### src/hw/rtl/adts_frame_walker_unit_assert.svh
// Assertion helpers used by the walker back end.
// Both forms check on the rising clock edge and are disabled during reset.
`ifndef ADTS_FRAME_WALKER_UNIT_ASSERT_SVH
`define ADTS_FRAME_WALKER_UNIT_ASSERT_SVH
`ifndef SYNTHESIS
// The consequent must hold in the same cycle as the antecedent.
`define AFW_ASSERT_IMP(label, clk, rst_n, ante, cons) \
    label: assert property (@(posedge clk) disable iff (!(rst_n)) (ante) |-> (cons)) \
        else $error("adts frame walker check failed");
// The consequent must hold in the cycle after the antecedent.
`define AFW_ASSERT_NXT(label, clk, rst_n, ante, cons) \
    label: assert property (@(posedge clk) disable iff (!(rst_n)) (ante) |=> (cons)) \
        else $error("adts frame walker check failed");
`else
`define AFW_ASSERT_IMP(label, clk, rst_n, ante, cons)
`define AFW_ASSERT_NXT(label, clk, rst_n, ante, cons)
`endif
`endif

### src/hw/rtl/afw_pkg.sv
`default_nettype none
package afw_pkg;

    localparam int HDR_LEN     = 6;
    localparam int HDR_STORED  = HDR_LEN - 1;
    localparam int MIN_LEN     = 7;
    localparam int LEN_BITS    = 13;
    localparam int TOTAL_BITS  = 40;
    localparam int RATE_BITS   = 17;
    localparam int FC_OUT_BITS = 24;
    localparam int DUR_BITS    = 22;
    localparam int KBPS_BITS   = 13;
    localparam int DUR_SHIFT   = 10;
    localparam int KBPS_SHIFT  = 10;
    localparam int KBPS_SCALE  = 1000;
    localparam int BITS_SHIFT  = 3;
    localparam int NUM_BITS    = TOTAL_BITS + RATE_BITS + BITS_SHIFT;

    localparam logic [7:0] SYNC_BYTE = 8'hFF;
    localparam logic [7:0] SYNC_MASK = 8'hF6;
    localparam logic [7:0] SYNC_VAL  = 8'hF0;

    localparam logic [FC_OUT_BITS-1:0] FC_OUT_MAX = '1;
    localparam logic [TOTAL_BITS-1:0]  TOTAL_MAX  = '1;
    localparam logic [DUR_BITS-1:0]    DUR_MAX    = '1;
    localparam logic [KBPS_BITS-1:0]   KBPS_MAX   = '1;

    typedef struct packed {
        logic [FC_OUT_BITS-1:0] frame_count;
        logic [TOTAL_BITS-1:0]  total_frame_bytes;
        logic [RATE_BITS-1:0]   sample_rate_hz;
        logic [DUR_BITS-1:0]    duration_seconds;
        logic [KBPS_BITS-1:0]   bitrate_kbps;
        logic                   sync_lost;
    } t_result;

    typedef struct packed {
        logic full;
        logic empty;
    } t_q_status;

    function automatic logic [RATE_BITS-1:0] rate_of(input logic [3:0] idx);
        logic [RATE_BITS-1:0] hz;
        case (idx)
            4'd0:    hz = 17'd96000;
            4'd1:    hz = 17'd88200;
            4'd2:    hz = 17'd64000;
            4'd3:    hz = 17'd48000;
            4'd4:    hz = 17'd44100;
            4'd5:    hz = 17'd32000;
            4'd6:    hz = 17'd24000;
            4'd7:    hz = 17'd22050;
            4'd8:    hz = 17'd16000;
            4'd9:    hz = 17'd12000;
            4'd10:   hz = 17'd11025;
            4'd11:   hz = 17'd8000;
            4'd12:   hz = 17'd7350;
            default: hz = '0;
        endcase
        return hz;
    endfunction

endpackage
`default_nettype wire

### src/hw/rtl/afw_if.sv
`default_nettype none
interface afw_byte_if;
    logic       valid;
    logic       ready;
    logic [7:0] data_byte;
    logic       last_byte;

    modport source(output valid, data_byte, last_byte, input ready);
    modport sink(input valid, data_byte, last_byte, output ready);
endinterface

interface afw_sum_if;
    import afw_pkg::*;
    logic    valid;
    logic    ready;
    t_result result;

    modport source(output valid, result, input ready);
    modport sink(input valid, result, output ready);
endinterface
`default_nettype wire

### src/hw/rtl/afw_front.sv
`default_nettype none
module afw_front #(
    parameter int FCB   = 24,
    parameter int JOB_W = FCB + 46
) (
    input  wire logic               i_clk,
    input  wire logic               i_rst_n,
    afw_byte_if.sink                i_byte,
    input  wire afw_pkg::t_q_status i_q_status,
    output logic                    o_push,
    output logic [JOB_W-1:0]        o_job
);
    import afw_pkg::*;

    typedef enum logic [1:0] {PH_COLLECT, PH_SKIP, PH_STOP} t_phase;

    t_phase                r_phase, n_phase;
    logic [2:0]            r_idx, n_idx;
    logic [7:0]            r_hdr [HDR_STORED];
    logic [LEN_BITS-1:0]   r_skip, n_skip;
    logic [FCB-1:0]        r_fc, n_fc;
    logic [TOTAL_BITS-1:0] r_total, n_total;
    logic [3:0]            r_ridx, n_ridx;
    logic                  r_latched, n_latched;

    logic                  w_accept;
    logic                  w_sync_ok;
    logic [LEN_BITS-1:0]   w_len;
    logic [TOTAL_BITS:0]   w_sum;

    assign i_byte.ready = !i_q_status.full;
    assign w_accept     = i_byte.valid && i_byte.ready;

    assign w_sync_ok = (r_hdr[0] == SYNC_BYTE) && ((r_hdr[1] & SYNC_MASK) == SYNC_VAL);
    assign w_len     = {r_hdr[3][1:0], r_hdr[4], i_byte.data_byte[7:5]};
    assign w_sum     = {1'b0, r_total} + (TOTAL_BITS + 1)'(w_len);

    always_comb begin
        n_phase   = r_phase;
        n_idx     = r_idx;
        n_skip    = r_skip;
        n_fc      = r_fc;
        n_total   = r_total;
        n_ridx    = r_ridx;
        n_latched = r_latched;
        o_push    = 1'b0;
        o_job     = '0;
        if (w_accept) begin
            case (r_phase)
                PH_COLLECT: begin
                    if (r_idx == 3'(HDR_STORED)) begin
                        n_idx = '0;
                        if (!w_sync_ok) begin
                            n_phase = PH_STOP;
                        end else begin
                            if (!r_latched) begin
                                n_ridx    = r_hdr[2][5:2];
                                n_latched = 1'b1;
                            end
                            if (w_len < LEN_BITS'(MIN_LEN)) begin
                                n_phase = PH_STOP;
                            end else begin
                                if (r_fc != '1) begin
                                    n_fc = r_fc + 1'b1;
                                end
                                n_total = w_sum[TOTAL_BITS] ? TOTAL_MAX : w_sum[TOTAL_BITS-1:0];
                                n_skip  = w_len - LEN_BITS'(HDR_LEN);
                                n_phase = PH_SKIP;
                            end
                        end
                    end else begin
                        n_idx = r_idx + 3'd1;
                    end
                end
                PH_SKIP: begin
                    n_skip = r_skip - LEN_BITS'(r_skip != '0);
                    if (n_skip == '0) begin
                        n_phase = PH_COLLECT;
                        n_idx   = '0;
                    end
                end
                default: begin
                end
            endcase
            if (i_byte.last_byte) begin
                // The summary reflects this byte's update; then a new stream begins.
                o_push    = 1'b1;
                o_job     = {n_phase == PH_STOP, n_latched, n_ridx, n_total, n_fc};
                n_phase   = PH_COLLECT;
                n_idx     = '0;
                n_skip    = '0;
                n_fc      = '0;
                n_total   = '0;
                n_ridx    = '0;
                n_latched = 1'b0;
            end
        end
    end

    always_ff @(posedge i_clk) begin
        if (!i_rst_n) begin
            r_phase   <= PH_COLLECT;
            r_idx     <= '0;
            r_skip    <= '0;
            r_fc      <= '0;
            r_total   <= '0;
            r_ridx    <= '0;
            r_latched <= 1'b0;
        end else begin
            r_phase   <= n_phase;
            r_idx     <= n_idx;
            r_skip    <= n_skip;
            r_fc      <= n_fc;
            r_total   <= n_total;
            r_ridx    <= n_ridx;
            r_latched <= n_latched;
        end
    end

    always_ff @(posedge i_clk) begin
        if (w_accept && r_phase == PH_COLLECT && r_idx != 3'(HDR_STORED)) begin
            r_hdr[r_idx] <= i_byte.data_byte;
        end
    end

endmodule
`default_nettype wire

### src/hw/rtl/afw_fifo.sv
`default_nettype none
module afw_fifo #(
    parameter int WIDTH = 70,
    parameter int DEPTH = 2
) (
    input  wire logic             i_clk,
    input  wire logic             i_rst_n,
    input  wire logic             i_push,
    input  wire logic [WIDTH-1:0] i_data,
    input  wire logic             i_pop,
    output logic [WIDTH-1:0]      o_data,
    output afw_pkg::t_q_status    o_status
);
    import afw_pkg::*;

    localparam int AW = (DEPTH > 1) ? $clog2(DEPTH) : 1;
    localparam int CW = $clog2(DEPTH + 1);

    logic [WIDTH-1:0] r_mem [DEPTH];
    logic [AW-1:0]    r_wp;
    logic [AW-1:0]    r_rp;
    logic [CW-1:0]    r_cnt;

    assign o_status.full  = (r_cnt == CW'(DEPTH));
    assign o_status.empty = (r_cnt == '0);
    assign o_data         = r_mem[r_rp];

    always_ff @(posedge i_clk) begin
        if (!i_rst_n) begin
            r_wp  <= '0;
            r_rp  <= '0;
            r_cnt <= '0;
        end else begin
            if (i_push) begin
                r_wp <= (r_wp == AW'(DEPTH - 1)) ? '0 : r_wp + 1'b1;
            end
            if (i_pop) begin
                r_rp <= (r_rp == AW'(DEPTH - 1)) ? '0 : r_rp + 1'b1;
            end
            r_cnt <= r_cnt + CW'(i_push) - CW'(i_pop);
        end
    end

    always_ff @(posedge i_clk) begin
        if (i_push) begin
            r_mem[r_wp] <= i_data;
        end
    end

endmodule
`default_nettype wire

### src/hw/rtl/afw_div.sv
`default_nettype none
module afw_div #(
    parameter int NW = 60,
    parameter int DW = 44
) (
    input  wire logic          i_clk,
    input  wire logic          i_rst_n,
    input  wire logic          i_start,
    input  wire logic [NW-1:0] i_num,
    input  wire logic [DW-1:0] i_den,
    output logic               o_busy,
    output logic               o_done,
    output logic [NW-1:0]      o_quot
);
    localparam int CW = $clog2(NW + 1);

    logic [NW-1:0] r_q;
    logic [DW-1:0] r_rem;
    logic [DW-1:0] r_den;
    logic [CW-1:0] r_cnt;
    logic          r_busy;
    logic          r_done;

    logic [DW:0]   w_sh;
    logic [DW:0]   w_diff;
    logic          w_ge;

    // One quotient bit per cycle, restoring form.
    assign w_sh   = {r_rem, r_q[NW-1]};
    assign w_ge   = (w_sh >= {1'b0, r_den});
    assign w_diff = w_sh - {1'b0, r_den};

    assign o_busy = r_busy;
    assign o_done = r_done;
    assign o_quot = r_q;

    always_ff @(posedge i_clk) begin
        if (!i_rst_n) begin
            r_busy <= 1'b0;
            r_done <= 1'b0;
            r_cnt  <= '0;
        end else if (i_start) begin
            r_busy <= 1'b1;
            r_done <= 1'b0;
            r_cnt  <= '0;
        end else if (r_busy) begin
            r_cnt <= r_cnt + 1'b1;
            if (r_cnt == CW'(NW - 1)) begin
                r_busy <= 1'b0;
                r_done <= 1'b1;
            end
        end else begin
            r_done <= 1'b0;
        end
    end

    always_ff @(posedge i_clk) begin
        if (i_start) begin
            r_q   <= i_num;
            r_rem <= '0;
            r_den <= i_den;
        end else if (r_busy) begin
            r_q   <= {r_q[NW-2:0], w_ge};
            r_rem <= w_ge ? w_diff[DW-1:0] : w_sh[DW-1:0];
        end
    end

endmodule
`default_nettype wire

### src/hw/rtl/afw_back.sv
`default_nettype none
`include "adts_frame_walker_unit_assert.svh"
module afw_back #(
    parameter int FCB   = 24,
    parameter int JOB_W = FCB + 46
) (
    input  wire logic               i_clk,
    input  wire logic               i_rst_n,
    input  wire afw_pkg::t_q_status i_q_status,
    input  wire logic [JOB_W-1:0]   i_job,
    output logic                    o_pop,
    afw_sum_if.source               o_sum
);
    import afw_pkg::*;

    localparam int DENW = FCB + 10;
    localparam int DW   = DENW + KBPS_SHIFT;
    localparam int PW   = TOTAL_BITS + RATE_BITS;
    localparam int MCW  = $clog2(RATE_BITS + 1);
    localparam int FCW  = (FCB > FC_OUT_BITS) ? FCB : FC_OUT_BITS;

    typedef enum logic [2:0] {
        ST_IDLE, ST_MUL, ST_DUR, ST_DUR_WAIT, ST_KBPS_WAIT, ST_DONE
    } t_state;

    t_state                r_state;
    logic [FCB-1:0]        r_fc;
    logic [TOTAL_BITS-1:0] r_total;
    logic [RATE_BITS-1:0]  r_rate;
    logic                  r_stop;
    logic [PW-1:0]         r_mul_a;
    logic [RATE_BITS-1:0]  r_mul_b;
    logic [PW-1:0]         r_acc;
    logic [MCW-1:0]        r_mcnt;
    logic [DENW-1:0]       r_den;
    logic [DUR_BITS-1:0]   r_dur;
    logic [KBPS_BITS-1:0]  r_kbps;
    logic                  r_div_start;
    logic [NUM_BITS-1:0]   r_div_num;
    logic [DW-1:0]         r_div_den;
    logic                  r_out_valid;
    t_result               r_out;

    logic [FCB-1:0]        w_job_fc;
    logic [TOTAL_BITS-1:0] w_job_total;
    logic [3:0]            w_job_ridx;
    logic                  w_job_latched;
    logic                  w_job_stop;
    logic [RATE_BITS-1:0]  w_job_rate;
    logic                  w_load;
    logic                  w_div_busy;
    logic                  w_div_done;
    logic [NUM_BITS-1:0]   w_quot;
    logic [FCW-1:0]        w_fc_ext;
    logic [FC_OUT_BITS-1:0] w_fc_out;

    assign w_job_fc      = i_job[FCB-1:0];
    assign w_job_total   = i_job[FCB +: TOTAL_BITS];
    assign w_job_ridx    = i_job[FCB + TOTAL_BITS +: 4];
    assign w_job_latched = i_job[FCB + TOTAL_BITS + 4];
    assign w_job_stop    = i_job[FCB + TOTAL_BITS + 5];
    assign w_job_rate    = w_job_latched ? rate_of(w_job_ridx) : '0;

    assign o_pop  = (r_state == ST_IDLE) && !i_q_status.empty;
    assign w_load = (r_state == ST_DONE) && (!r_out_valid || o_sum.ready);

    assign w_fc_ext = FCW'(r_fc);
    assign w_fc_out = (w_fc_ext > FCW'(FC_OUT_MAX)) ? FC_OUT_MAX : w_fc_ext[FC_OUT_BITS-1:0];

    assign o_sum.valid  = r_out_valid;
    assign o_sum.result = r_out;

    afw_div #(
        .NW (NUM_BITS),
        .DW (DW)
    ) u_div (
        .i_clk   (i_clk),
        .i_rst_n (i_rst_n),
        .i_start (r_div_start),
        .i_num   (r_div_num),
        .i_den   (r_div_den),
        .o_busy  (w_div_busy),
        .o_done  (w_div_done),
        .o_quot  (w_quot)
    );

    always_ff @(posedge i_clk) begin
        if (!i_rst_n) begin
            r_state     <= ST_IDLE;
            r_div_start <= 1'b0;
            r_out_valid <= 1'b0;
        end else begin
            r_div_start <= 1'b0;
            if (o_sum.ready) begin
                r_out_valid <= 1'b0;
            end
            case (r_state)
                ST_IDLE: begin
                    if (o_pop) begin
                        r_fc    <= w_job_fc;
                        r_total <= w_job_total;
                        r_rate  <= w_job_rate;
                        r_stop  <= w_job_stop;
                        r_mul_a <= PW'(w_job_total);
                        r_mul_b <= w_job_rate;
                        r_acc   <= '0;
                        r_mcnt  <= '0;
                        r_state <= ST_MUL;
                    end
                end
                ST_MUL: begin
                    // Shift-and-add product of total bytes and rate, one rate bit a cycle.
                    if (r_mul_b[0]) begin
                        r_acc <= r_acc + r_mul_a;
                    end
                    r_mul_a <= r_mul_a << 1;
                    r_mul_b <= r_mul_b >> 1;
                    r_den   <= DENW'(r_fc) * DENW'(KBPS_SCALE);
                    r_mcnt  <= r_mcnt + 1'b1;
                    if (r_mcnt == MCW'(RATE_BITS - 1)) begin
                        r_state <= ST_DUR;
                    end
                end
                ST_DUR: begin
                    if (r_rate == '0) begin
                        r_dur   <= '0;
                        r_kbps  <= '0;
                        r_state <= ST_DONE;
                    end else begin
                        r_div_num   <= NUM_BITS'({r_fc, DUR_SHIFT'(0)});
                        r_div_den   <= DW'(r_rate);
                        r_div_start <= 1'b1;
                        r_state     <= ST_DUR_WAIT;
                    end
                end
                ST_DUR_WAIT: begin
                    if (w_div_done) begin
                        r_dur <= (w_quot > NUM_BITS'(DUR_MAX)) ? DUR_MAX : w_quot[DUR_BITS-1:0];
                        if (r_fc == '0) begin
                            r_kbps  <= '0;
                            r_state <= ST_DONE;
                        end else begin
                            r_div_num   <= {r_acc, BITS_SHIFT'(0)};
                            r_div_den   <= {r_den, KBPS_SHIFT'(0)};
                            r_div_start <= 1'b1;
                            r_state     <= ST_KBPS_WAIT;
                        end
                    end
                end
                ST_KBPS_WAIT: begin
                    if (w_div_done) begin
                        r_kbps  <= (w_quot > NUM_BITS'(KBPS_MAX)) ? KBPS_MAX
                                                                  : w_quot[KBPS_BITS-1:0];
                        r_state <= ST_DONE;
                    end
                end
                ST_DONE: begin
                    if (w_load) begin
                        r_out_valid <= 1'b1;
                        r_out       <= '{
                            frame_count:       w_fc_out,
                            total_frame_bytes: r_total,
                            sample_rate_hz:    r_rate,
                            duration_seconds:  r_dur,
                            bitrate_kbps:      r_kbps,
                            sync_lost:         r_stop
                        };
                        r_state     <= ST_IDLE;
                    end
                end
                default: begin
                    r_state <= ST_IDLE;
                end
            endcase
        end
    end

    `AFW_ASSERT_IMP(a_start_not_busy, i_clk, i_rst_n, r_div_start, !w_div_busy)
    `AFW_ASSERT_NXT(a_pop_leaves_idle, i_clk, i_rst_n, o_pop, r_state == ST_MUL)
    `AFW_ASSERT_NXT(a_zero_rate_zero, i_clk, i_rst_n, w_load && r_rate == '0,
                    r_out.duration_seconds == '0 && r_out.bitrate_kbps == '0)

endmodule
`default_nettype wire

### src/hw/rtl/adts_frame_walker_unit.sv
`default_nettype none
// Channel   Direction  Payload                                    Accepted when
// i_byte    in         data_byte, last_byte                       valid && ready
// o_sum     out        result: counts, rate, duration, bitrate    valid && ready
//
// The walker takes one byte word per cycle. Ready drops only while both queue entries
// hold jobs, which needs two more stream ends to arrive while the back end still works on
// an earlier one.
// In the back end each summary goes through the serial rate multiply and then
// the shared one-bit-a-cycle divider.
// Reset is synchronous and active low; it clears the walk, queue and sequencer.
// A summary word holds in the output register until o_sum.ready takes it, while
// the walker keeps accepting bytes of the next stream.
module adts_frame_walker_unit #(
    parameter int FRAME_COUNT_BITS = 24,
    parameter int QUEUE_DEPTH      = 2
) (
    input  wire logic i_clk,
    input  wire logic i_rst_n,
    afw_byte_if.sink  i_byte,
    afw_sum_if.source o_sum
);
    import afw_pkg::*;

    // A queued summary job carries the raw walk result: frame count, byte total,
    // rate index with its latch flag, and the sync-lost flag.
    localparam int JOB_W = FRAME_COUNT_BITS + TOTAL_BITS + 6;

    logic             w_push;
    logic             w_pop;
    logic [JOB_W-1:0] w_job_in;
    logic [JOB_W-1:0] w_job_out;
    t_q_status        w_q_status;

    // Front end: header gather, sync and length checks, frame counting, body skip.
    afw_front #(
        .FCB   (FRAME_COUNT_BITS),
        .JOB_W (JOB_W)
    ) u_front (
        .i_clk      (i_clk),
        .i_rst_n    (i_rst_n),
        .i_byte     (i_byte),
        .i_q_status (w_q_status),
        .o_push     (w_push),
        .o_job      (w_job_in)
    );

    // Short queue of finished stream jobs between the two halves.
    afw_fifo #(
        .WIDTH (JOB_W),
        .DEPTH (QUEUE_DEPTH)
    ) u_queue (
        .i_clk    (i_clk),
        .i_rst_n  (i_rst_n),
        .i_push   (w_push),
        .i_data   (w_job_in),
        .i_pop    (w_pop),
        .o_data   (w_job_out),
        .o_status (w_q_status)
    );

    // Back end: rate lookup, duration and bitrate divisions, output register.
    afw_back #(
        .FCB   (FRAME_COUNT_BITS),
        .JOB_W (JOB_W)
    ) u_back (
        .i_clk      (i_clk),
        .i_rst_n    (i_rst_n),
        .i_q_status (w_q_status),
        .i_job      (w_job_out),
        .o_pop      (w_pop),
        .o_sum      (o_sum)
    );

endmodule
`default_nettype wire

### src/flat_wrapper.sv
// flat-port wrapper written by rule: the top's interface ports become plain ports
module adts_frame_walker_unit_flat import afw_pkg::*;
#(
    parameter int FRAME_COUNT_BITS = 24,
    parameter int QUEUE_DEPTH      = 2
)
  (i_clk, i_rst_n, i_byte_valid, i_byte_data_byte, i_byte_last_byte, i_byte_ready, o_sum_valid, o_sum_result, o_sum_ready);
  afw_byte_if i_byte_i ();
  afw_sum_if o_sum_i ();
  input  wire logic i_clk;
  input  wire logic i_rst_n;
  input wire logic [$bits(i_byte_i.valid)-1:0] i_byte_valid;
  input wire logic [$bits(i_byte_i.data_byte)-1:0] i_byte_data_byte;
  input wire logic [$bits(i_byte_i.last_byte)-1:0] i_byte_last_byte;
  output wire logic [$bits(i_byte_i.ready)-1:0] i_byte_ready;
  output wire logic [$bits(o_sum_i.valid)-1:0] o_sum_valid;
  output wire logic [$bits(o_sum_i.result)-1:0] o_sum_result;
  input wire logic [$bits(o_sum_i.ready)-1:0] o_sum_ready;
  assign i_byte_i.valid = i_byte_valid;
  assign i_byte_i.data_byte = i_byte_data_byte;
  assign i_byte_i.last_byte = i_byte_last_byte;
  assign i_byte_ready = i_byte_i.ready;
  assign o_sum_valid = o_sum_i.valid;
  assign o_sum_result = o_sum_i.result;
  assign o_sum_i.ready = o_sum_ready;
  adts_frame_walker_unit #(.FRAME_COUNT_BITS(FRAME_COUNT_BITS), .QUEUE_DEPTH(QUEUE_DEPTH)) u_core (.i_clk(i_clk), .i_rst_n(i_rst_n), .i_byte(i_byte_i), .o_sum(o_sum_i));
endmodule
### config.mk
export PLATFORM = sky130hd
export DESIGN_NAME = adts_frame_walker_unit_flat
export DESIGN_NICKNAME = d
export VERILOG_FILES = /design/src/hw/rtl/afw_pkg.sv /design/src/hw/rtl/afw_if.sv /design/src/hw/rtl/afw_front.sv /design/src/hw/rtl/afw_fifo.sv /design/src/hw/rtl/afw_div.sv /design/src/hw/rtl/afw_back.sv /design/src/hw/rtl/adts_frame_walker_unit.sv /design/src/flat_wrapper.sv
export VERILOG_INCLUDE_DIRS = /design/src /design/src/hw/rtl
export SDC_FILE = /design/constraint.sdc
export NUM_CORES = 2
export LEC_CHECK = 0
export ABC_AREA = 1
export BUFFER_PORTS_ARGS = -buffer_cell sky130_fd_sc_hd__buf_2
export CAP_MARGIN = 20
export CORE_AREA = 2 2 323 389
export CTS_CLUSTER_SIZE = 20
export DETAILED_ROUTE_END_ITERATION = 7
export DIE_AREA = 0 0 325 391
export PLACE_DENSITY = 0.53
export SLEW_MARGIN = 40
export SYNTH_ARGS = -nofsm -noshare
export SYNTH_HDL_FRONTEND = slang
export SYNTH_SLANG_ARGS = --single-unit
### constraint.sdc
create_clock -name i_clk -period 16.3 [get_ports i_clk]
set_input_delay 0 -clock i_clk [delete_from_list [all_inputs] [get_ports i_clk]]
set_output_delay 0 -clock i_clk [all_outputs]
set_load 0.1 [all_outputs]
==> out/metrics.yaml <==
vias: 36300
synthCells: 5390
wl_um: 137000
hold_class: "primary input to register"
tightest_slew_ns: 0.798
met1_usage_pct: 26.7
vias_per_cell: 4.99
io_pins: 132
drtIter0Drc: 2179
ir_worst_vdd_mv: 0.171
die_x_um: 325
synth_area_leader_cell: "edfxtp_1"
async_reset_ff_share_pct: 0
place_area_um2: 51700
ys_ff_latch: 923
insertion_delay_ns: 0.73
crit_type: "register to register"
gr-usage-met3_pct: 2.17
fin_crit_sh_pct: 29.7
grt_max_degree: 93
htree_levels: 3
max_freq_mhz: 207
yosysWarnings: 0
avgRoutedWirePerCell_um: 18.9
setup_tns_ns: 0
clk_pin_slew_worst_paths_ns: 0.06
finClkSkew_ns: 0.0603
ys.flop_type: "edfxtp_1"
cp.required_ns: 16.76
grt_pass1_wl_um: 211000
synth_nets: 5701
grt_use_total_pct: 21.5
avgSynthCellArea_um2: 9.10
rows: 142
power_density_nw_per_um2: 211
busiest_layer: "met2"
setup_viol: 0
coreArea_um2: 124000
period_minus_slack_ns: 4.84
grtUsageMet2_pct: 38.5
clock-sinks: 923
ys_types: 60
arrival_ns: 5.30
seq_area_frac_synth_pct: 53.4
die_area_um2: 127000
end_kind: "register"
chipHeight_um: 391
timing.slew.headroom_pct: 46.3
hpwl_um: 103000
area_growth_pct: 12.9
cts_tree: "built"
fin_cells: 7265
p_leak_nw: 22.7
place.gp.congestion: 0.981
hold_viol: 0
nFillCells: 12200
finalMaxSlewViolations: 0
r2r_setup_slack_ns: 11.46
cts_root_buf: "clkbuf_16"
synthTopCellsByArea: "edfxtp_1 (47%), nand2_1 (10%), dfxtp_1 (6.1%)"
status: "finished, final reports clean"
synth_area_um2: 49100
cts_max_path_buffers: 3
synth_top_area_share_pct: 47.4
cp_max_fo: 6
synth-edff-count: 774
startpoint_type: "register"
drc: 0
rsz0062_at_grt: "false"
overflow: 0
layout.nets: 5833
layout-drive-gt1-share_pct: 7.77
first_global_vias: 36200
port_buffers: 131
start_util_pct: 39.6
final_antenna_net_count: 0
finalInstanceArea_um2: 55400
drt_first_pass_iters: 6
antenna_found_initial: 4
cts-buffers-inserted: 99
drv_cap: 0
diodes: 0
dp.cells: 7061
total_power_mw: 11.7
[area by class of cell]
class	instances	area (um2)	area share [%]
inverter	754	2840	5.12
timing repair buffer	183	1210	2.18
clock inverter	64	855	1.54
multi-input combinational	3561	19500	35.2
clock buffer	124	2670	4.82
tap	1656	2070	3.74
sequential	923	26200	47.3
[report_power, final]
part	switching, mW	internal (mW)
registers	0.225	3.29
logic	3.79	1.99
clock network	0.992	1.42
total	5.01	6.70
[logic make-up (layout without fill, tap and decap cells)]
kind of cell    Yosys count  after routing  synth area share (%)
simple gates           2352           2352                  19.7
flops                   923            923                  53.4
buf+inv                 906           1125                  7.05
compound gates          818            818                  9.19
fa+ha+maj               298            298                  8.94
xor+xnor                 93             93                  1.66
[Yosys cell counts, drive strengths merged (6+ instances only)]
| master | n |
|---|---|
| buf | 25 |
| nand3b | 8 |
| nand3 | 214 |
| inv | 752 |
| a21o | 31 |
| nand4 | 69 |
| o211ai | 10 |
| a21oi | 353 |
| or2 | 26 |
| o21ai | 288 |
| xor2 | 60 |
| nor4 | 24 |
| xnor2 | 33 |
| nor2 | 620 |
| dfxtp | 149 |
| a21boi | 6 |
| a31oi | 64 |
| nand2 | 1316 |
| nor3 | 66 |
| o21a | 18 |
| o21bai | 31 |
| ha | 210 |
| fa | 88 |
| edfxtp | 774 |
| a211oi | 8 |
| clkbuf | 127 |
[layout by cell type, fill, tap and decap left out, types with 33 or more instances in the layout]
cell | synthesis | final
a21oi_1 | 350 | 348
a31oi_1 | 64 | 64
buf_2 | 12 | 131
clkbuf_16 | 0 | 101
dfxtp_1 | 149 | 147
edfxtp_1 | 774 | 774
fa_1 | 88 | 88
ha_1 | 210 | 210
inv_1 | 735 | 730
nand2_1 | 1311 | 1309
nand3_1 | 207 | 206
nand4_1 | 68 | 68
nor2_1 | 606 | 597
nor3_1 | 62 | 59
o21ai_0 | 265 | 265
xnor2_1 | 33 | 33
xor2_1 | 60 | 60
[state kept, by name, summed over array words and instances, names as in the netlist, 44 cells and up, named ones only]
signal and cells:
u_core.u_back.r_acc 57, u_core.u_back.r_div_num 57, u_core.u_queue.r_mem 140, u_core.u_back.r_div_den 44, u_core.u_back.u_div.r_den 44, u_core.u_back.u_div.o_quot 60
u_core.u_back.u_div.r_rem 44, u_core.u_back.r_mul_a 57, u_core.u_back.o_sum.result 117
[final timing paths]
kind	cells after the start	end	start
hold reg to reg	0	u_core.u_back.u_div.r_den[38]	u_core.u_back.r_div_den[38]
setup reg to reg	17	u_core.u_back.r_den[30]	u_core.u_back.r_fc[16]
hold / removal	2	u_core.u_front.r_hdr[0][3]	i_byte_data_byte[3]
setup / recovery	17	u_core.u_back.r_den[30]	u_core.u_back.r_fc[16]
[per-layer routing]
layer,vias to the layer above,part of all wire [%]
met5,-,0
met1,17200,43
met4,0,3.5
met2,715,50
li1,18100,-
met3,218,3.3
[metrics by stage]
| step | worst slack [ns] | hold slack, ns | util [%] |
|---|---|---|---|
| 6_report | 11.46 | 0.0864 | 44.7 |
| 5_1_grt | 11.13 | 0.0679 | 44.7 |
| 4_1_cts | 11.43 | 0.0159 | 44.7 |
| 3_5_place_dp | 11.47 | 0.220 | 41.7 |
| 3_3_place_gp | 11.43 | 0.218 | 41.6 |
| 2_1_floorplan | 6.83 | 0.0989 | - |
[worst max-delay path, stage by stage, from the launching register on]
cell and delay (ns):
edfxtp_1 0.44, inv_1 0.31, fa_1 0.50, fa_1 0.51, inv_1 0.05, fa_1 0.49, inv_1 0.05, fa_1 0.49
inv_1 0.04, ha_1 0.35, nand2_1 0.08, nor2_1 0.15, inv_1 0.09, nor3_1 0.31, nand4_1 0.19, nand3_1 0.23
a31oi_1 0.12, xor2_1 0.15
[timing repair]
action / in CTS / in global routing
hold buffers: 14 / 0
endpoints found under the hold margin: 145 / 0
setup endpoints to repair: 0 / 0
gates resized for setup: 0 / 0
buffers inserted: 0 / 0
Power figures use the tool's default switching activity.
